<file path="src/lhbp_pkg.sv">
// shared types and constants for the local history branch predictor
// no dependencies
package lhbp_pkg;

  localparam int ADDR_W   = 20;
  localparam int ENTRIES  = 256;
  localparam int SLOT_W   = $clog2(ENTRIES);
  localparam int TAG_W    = ADDR_W - SLOT_W;
  localparam int PATTERNS = 16;
  localparam int HIST_W   = $clog2(PATTERNS);
  localparam int CTR_W    = 2;

  localparam logic [CTR_W-1:0] CTR_MAX = {CTR_W{1'b1}};

  typedef enum logic {
    OP_PREDICT = 1'b0,
    OP_UPDATE  = 1'b1
  } op_t;

  typedef struct packed {
    logic [TAG_W-1:0]                 tag;
    logic [HIST_W-1:0]                hist;
    logic [PATTERNS-1:0][CTR_W-1:0]   ctrs;
  } row_t;

  typedef struct packed {
    logic              en;
    logic [SLOT_W-1:0] slot;
    row_t              row;
  } wr_req_t;

endpackage

</file>
<file path="src/lhbp_update.sv">
// hit check, prediction and counter/history update for one row
// depends on lhbp_pkg
module lhbp_update (
  input  lhbp_pkg::row_t              row,
  input  logic                        row_valid,
  input  lhbp_pkg::op_t               op,
  input  logic                        taken,
  input  logic [lhbp_pkg::TAG_W-1:0]  tag,
  output logic                        predict_taken,
  output logic                        entry_allocated,
  output lhbp_pkg::row_t              row_nxt
);
  import lhbp_pkg::*;

  row_t             cur;
  logic [CTR_W-1:0] ctr;
  logic [CTR_W-1:0] ctr_nxt;
  logic             miss;

  always_comb begin
    miss = !row_valid || (row.tag != tag);
    cur  = row;
    if (miss) begin
      cur.tag  = tag;
      cur.hist = '0;
      cur.ctrs = '0;
    end
    ctr = cur.ctrs[cur.hist];

    ctr_nxt = ctr;
    if (taken) begin
      if (ctr != CTR_MAX) ctr_nxt = ctr + CTR_W'(1);
    end else begin
      if (ctr != '0) ctr_nxt = ctr - CTR_W'(1);
    end

    row_nxt = cur;
    case (op)
      OP_UPDATE: begin
        row_nxt.ctrs[cur.hist] = ctr_nxt;
        row_nxt.hist           = {cur.hist[HIST_W-2:0], taken};
      end
      default: begin
      end
    endcase

    predict_taken   = ctr[CTR_W-1];
    entry_allocated = miss;
  end

endmodule

</file>
<file path="config.mk">
export PLATFORM = sky130hd
export DESIGN_NAME = lhbp_update
export DESIGN_NICKNAME = d
export VERILOG_FILES = /design/src/lhbp_pkg.sv /design/src/lhbp_update.sv
export SDC_FILE = /design/constraint.sdc
export NUM_CORES = 1
export LEC_CHECK = 0
export BUFFER_PORTS_ARGS = -buffer_cell sky130_fd_sc_hd__buf_2
export CELL_PAD_IN_SITES_DETAIL_PLACEMENT = 1
export CELL_PAD_IN_SITES_GLOBAL_PLACEMENT = 1
export CORE_MARGIN = 8
export CORE_UTILIZATION = 23
export DETAILED_ROUTE_END_ITERATION = 10
export PLACE_DENSITY = 0.86
export SETUP_SLACK_MARGIN = 0.4
export SYNTH_ARGS = -nofsm -noshare
export SYNTH_HDL_FRONTEND = slang
export SYNTH_SLANG_ARGS = --single-unit
</file>
<file path="constraint.sdc">
create_clock -name vclk -period 1.7
set_input_delay 0.17 -clock vclk [all_inputs]
set_output_delay 0.17 -clock vclk [all_outputs]
set_load 0.03 [all_outputs]
</file>
==> flow_summary.toml <==
[clocking]
hold_buffers = 0

[route]
drc_errors = 0
post_drt_wl_per_cell_um = 23.59
first_pass_iters = 4
drt_iter0_drc = 82
vias = 2144
totalWireLength_mm = 9.413
final_antenna_net_count = 0
viasPerCell = 5.373

[sta]
maxSlewViolCount = 0
hold_viol = 0
layout_setup_ws_ns = -0.5843
finalSetupTns_ns = -17.82
max_clock_freq_mhz = 437.8
fin_crit_sh = 1.344
setup_violations = 37
rsz0062_at_grt = "yes"
tightest_slew_ns = 0.3989
timing.hold.ws_ns = 0.6037
layout_min_cycle_time_ns = 2.284
slew_headroom = 0.7333

[global_route]
use_met2 = 0.3908
grt_first_pass_wirelength_mm = 13.89
grt_max_degree = 19
top_usage_layer = "met2"
overflow = 0
grtUsageMet1 = 0.2193
antenna_found_initial = 1
grt_usage = 0.2081
met3_usage = 0.03824
grt_pass1_vias = 2449

[critical_path]
crit_path_end_kind = "primary output"
crit_start = "row[33]"
critical_path.startpoint_type = "primary input"
crit_required_ns = 1.53
max_stage_delay_ns = 0.36
slowest_stage = "maj3_4"
cp_common_cell = "buf_12"
crit_family = "buffers and inverters"
critical_path_class = "in -> out"
critPathMaxFanout = 7
path_buf_inv = 6
path_cells = "buf_8 > buf_16 > buf_12 > mux4_2 > mux2i_1 > mux2_4 > maj3_4 > buf_12 > buf_12 > o31ai_4 > buf_6"
worst_ep_arrival_time_ns = 2.11

[power_and_ir_drop]
power.leakage_nw = 1.336
max-vdd-ir-drop_mv = 0.1420
p_per_area_mw_per_mm2 = 243.6

[status]
violations = "setup timing"
outcome = "finished with violations"

[worst_hold_path]
hp-start = "tag[11]"
holdCritPathClass = "in -> out"

[die]
core_mm2 = 0.005439
dieArea_mm2 = 0.008182
die_y_um = 90.46
die_w_um = 90.46
io_pins = 113
start_util = 0.2344
rows = 27

[placed_design]
place.port_buffers = 113
routabilityCongestion = 0.8875
pre_cts_ws_ns = -0.6868
placedCellCount = 376
dp_hpwl_mm = 6.004

[job]
drv_cap = 0

[yosys]
synth.avg_cell_area_um2 = 7.044
synth_nets = 244
syn_inst = 181
syn-cell-area_mm2 = 0.001275
ys_warn_count = 0
seq_area_frac_synth = 0
ys_types = 31

[layout]
drive_gt1_frac = 0.7577
fillers = 609
seqCellArea_um2 = 0
instances_no_fill = 399
nClkBuffers = 0
area_delta_synth_final_pct = 154.1
nNetsFinal = 391
seq_cell_count = 0
-- timing repair --
action | CTS | global route
gates resized for setup | 106 | 37
pin swaps | 25 | 18
buffers inserted | 8 | 11
gates cloned | 3 | 0
endpoints found under the hold margin | 0 | 0
endpoints found under the setup margin | 38 | 38
-- power breakdown --
group / total (mW) / internal (mW) / switching, mW
Clock: 0.0000000787 / 0.0000000787 / 0
Sequential: 0 / 0 / 0
Combinational: 0.789 / 0.383 / 0.406
-- kinds of logic (layout without fill, tap and decap cells) --
| family | Yosys count | count (layout) | synth area share |
|---|---|---|---|
| simple gates | 86 | 86 | 0.3288 |
| buf+inv | 32 | 176 | 0.1256 |
| compound gates | 31 | 31 | 0.2051 |
| mux | 18 | 18 | 0.2385 |
| xor+xnor | 12 | 12 | 0.08243 |
| fa+ha+maj | 2 | 3 | 0.01962 |
| other cells | 0 | 1 | 0 |
-- per-layer routing --
layer  up-vias  share of wire
met1      1076           0.36
li1        949              -
met2        94           0.55
met5         -              0
met4         0          0.037
met3        25          0.052
-- final timing paths --
kind	endpoint	slack, ns	cells past startpoint
min	row_nxt[47]	0.60	2
max	row_nxt[5]	-0.58	11
-- synth_stat cells, types with 2 or more instances --
library cell | number | area, um2
a21oi_1 | 11 | 55.05
clkbuf_1 | 20 | 75.07
xnor2_1 | 12 | 105.1
nand3b_1 | 2 | 15.01
o31ai_1 | 6 | 45.04
nand2_1 | 27 | 101.4
inv_1 | 2 | 7.510
nand4_1 | 3 | 18.77
buf_6 | 5 | 56.30
nand3_1 | 34 | 170.2
o21ai_0 | 2 | 10.01
and3_1 | 2 | 12.51
mux4_1 | 5 | 131.4
o31ai_2 | 9 | 112.6
mux4_2 | 3 | 67.56
nor2b_1 | 2 | 12.51
buf_1 | 2 | 7.510
buf_2 | 2 | 10.01
mux2i_1 | 9 | 90.09
nor2_1 | 12 | 45.04
-- placed cells by master (no fill, tap or decap), types with 6 or more instances in the layout --
cell     instances
a21oi_4          6
nand3_1         23
mux4_2           8
nor2_4           9
buf_12          10
buf_2           66
buf_4           44
o31ai_4         16
xnor2_1          7
buf_6           49
nand3_4          6
nand2_1         27
-- per-stage QoR --
step | power, mW | area (um2) | utilization
2_1_floorplan | 0.3422 | 1649 | -
3_3_place_gp | 0.5040 | 2436 | 0.4479
3_5_place_dp | 0.5235 | 2436 | 0.4479
4_1_cts | 0.6612 | 2994 | 0.5505
5_1_grt | 0.8232 | 3239 | 0.5956
6_report | 0.7890 | 3239 | 0.5956
-- final cells by class --
type | count | area [um2] | area share
diodes | 1 | 2.502 | 0.0007725
inverters | 3 | 13.76 | 0.004249
multi-input cells | 150 | 1635 | 0.5048
well taps | 72 | 90.09 | 0.02781
repair buffers | 173 | 1498 | 0.4623
(Power assumes the default switching activity.)
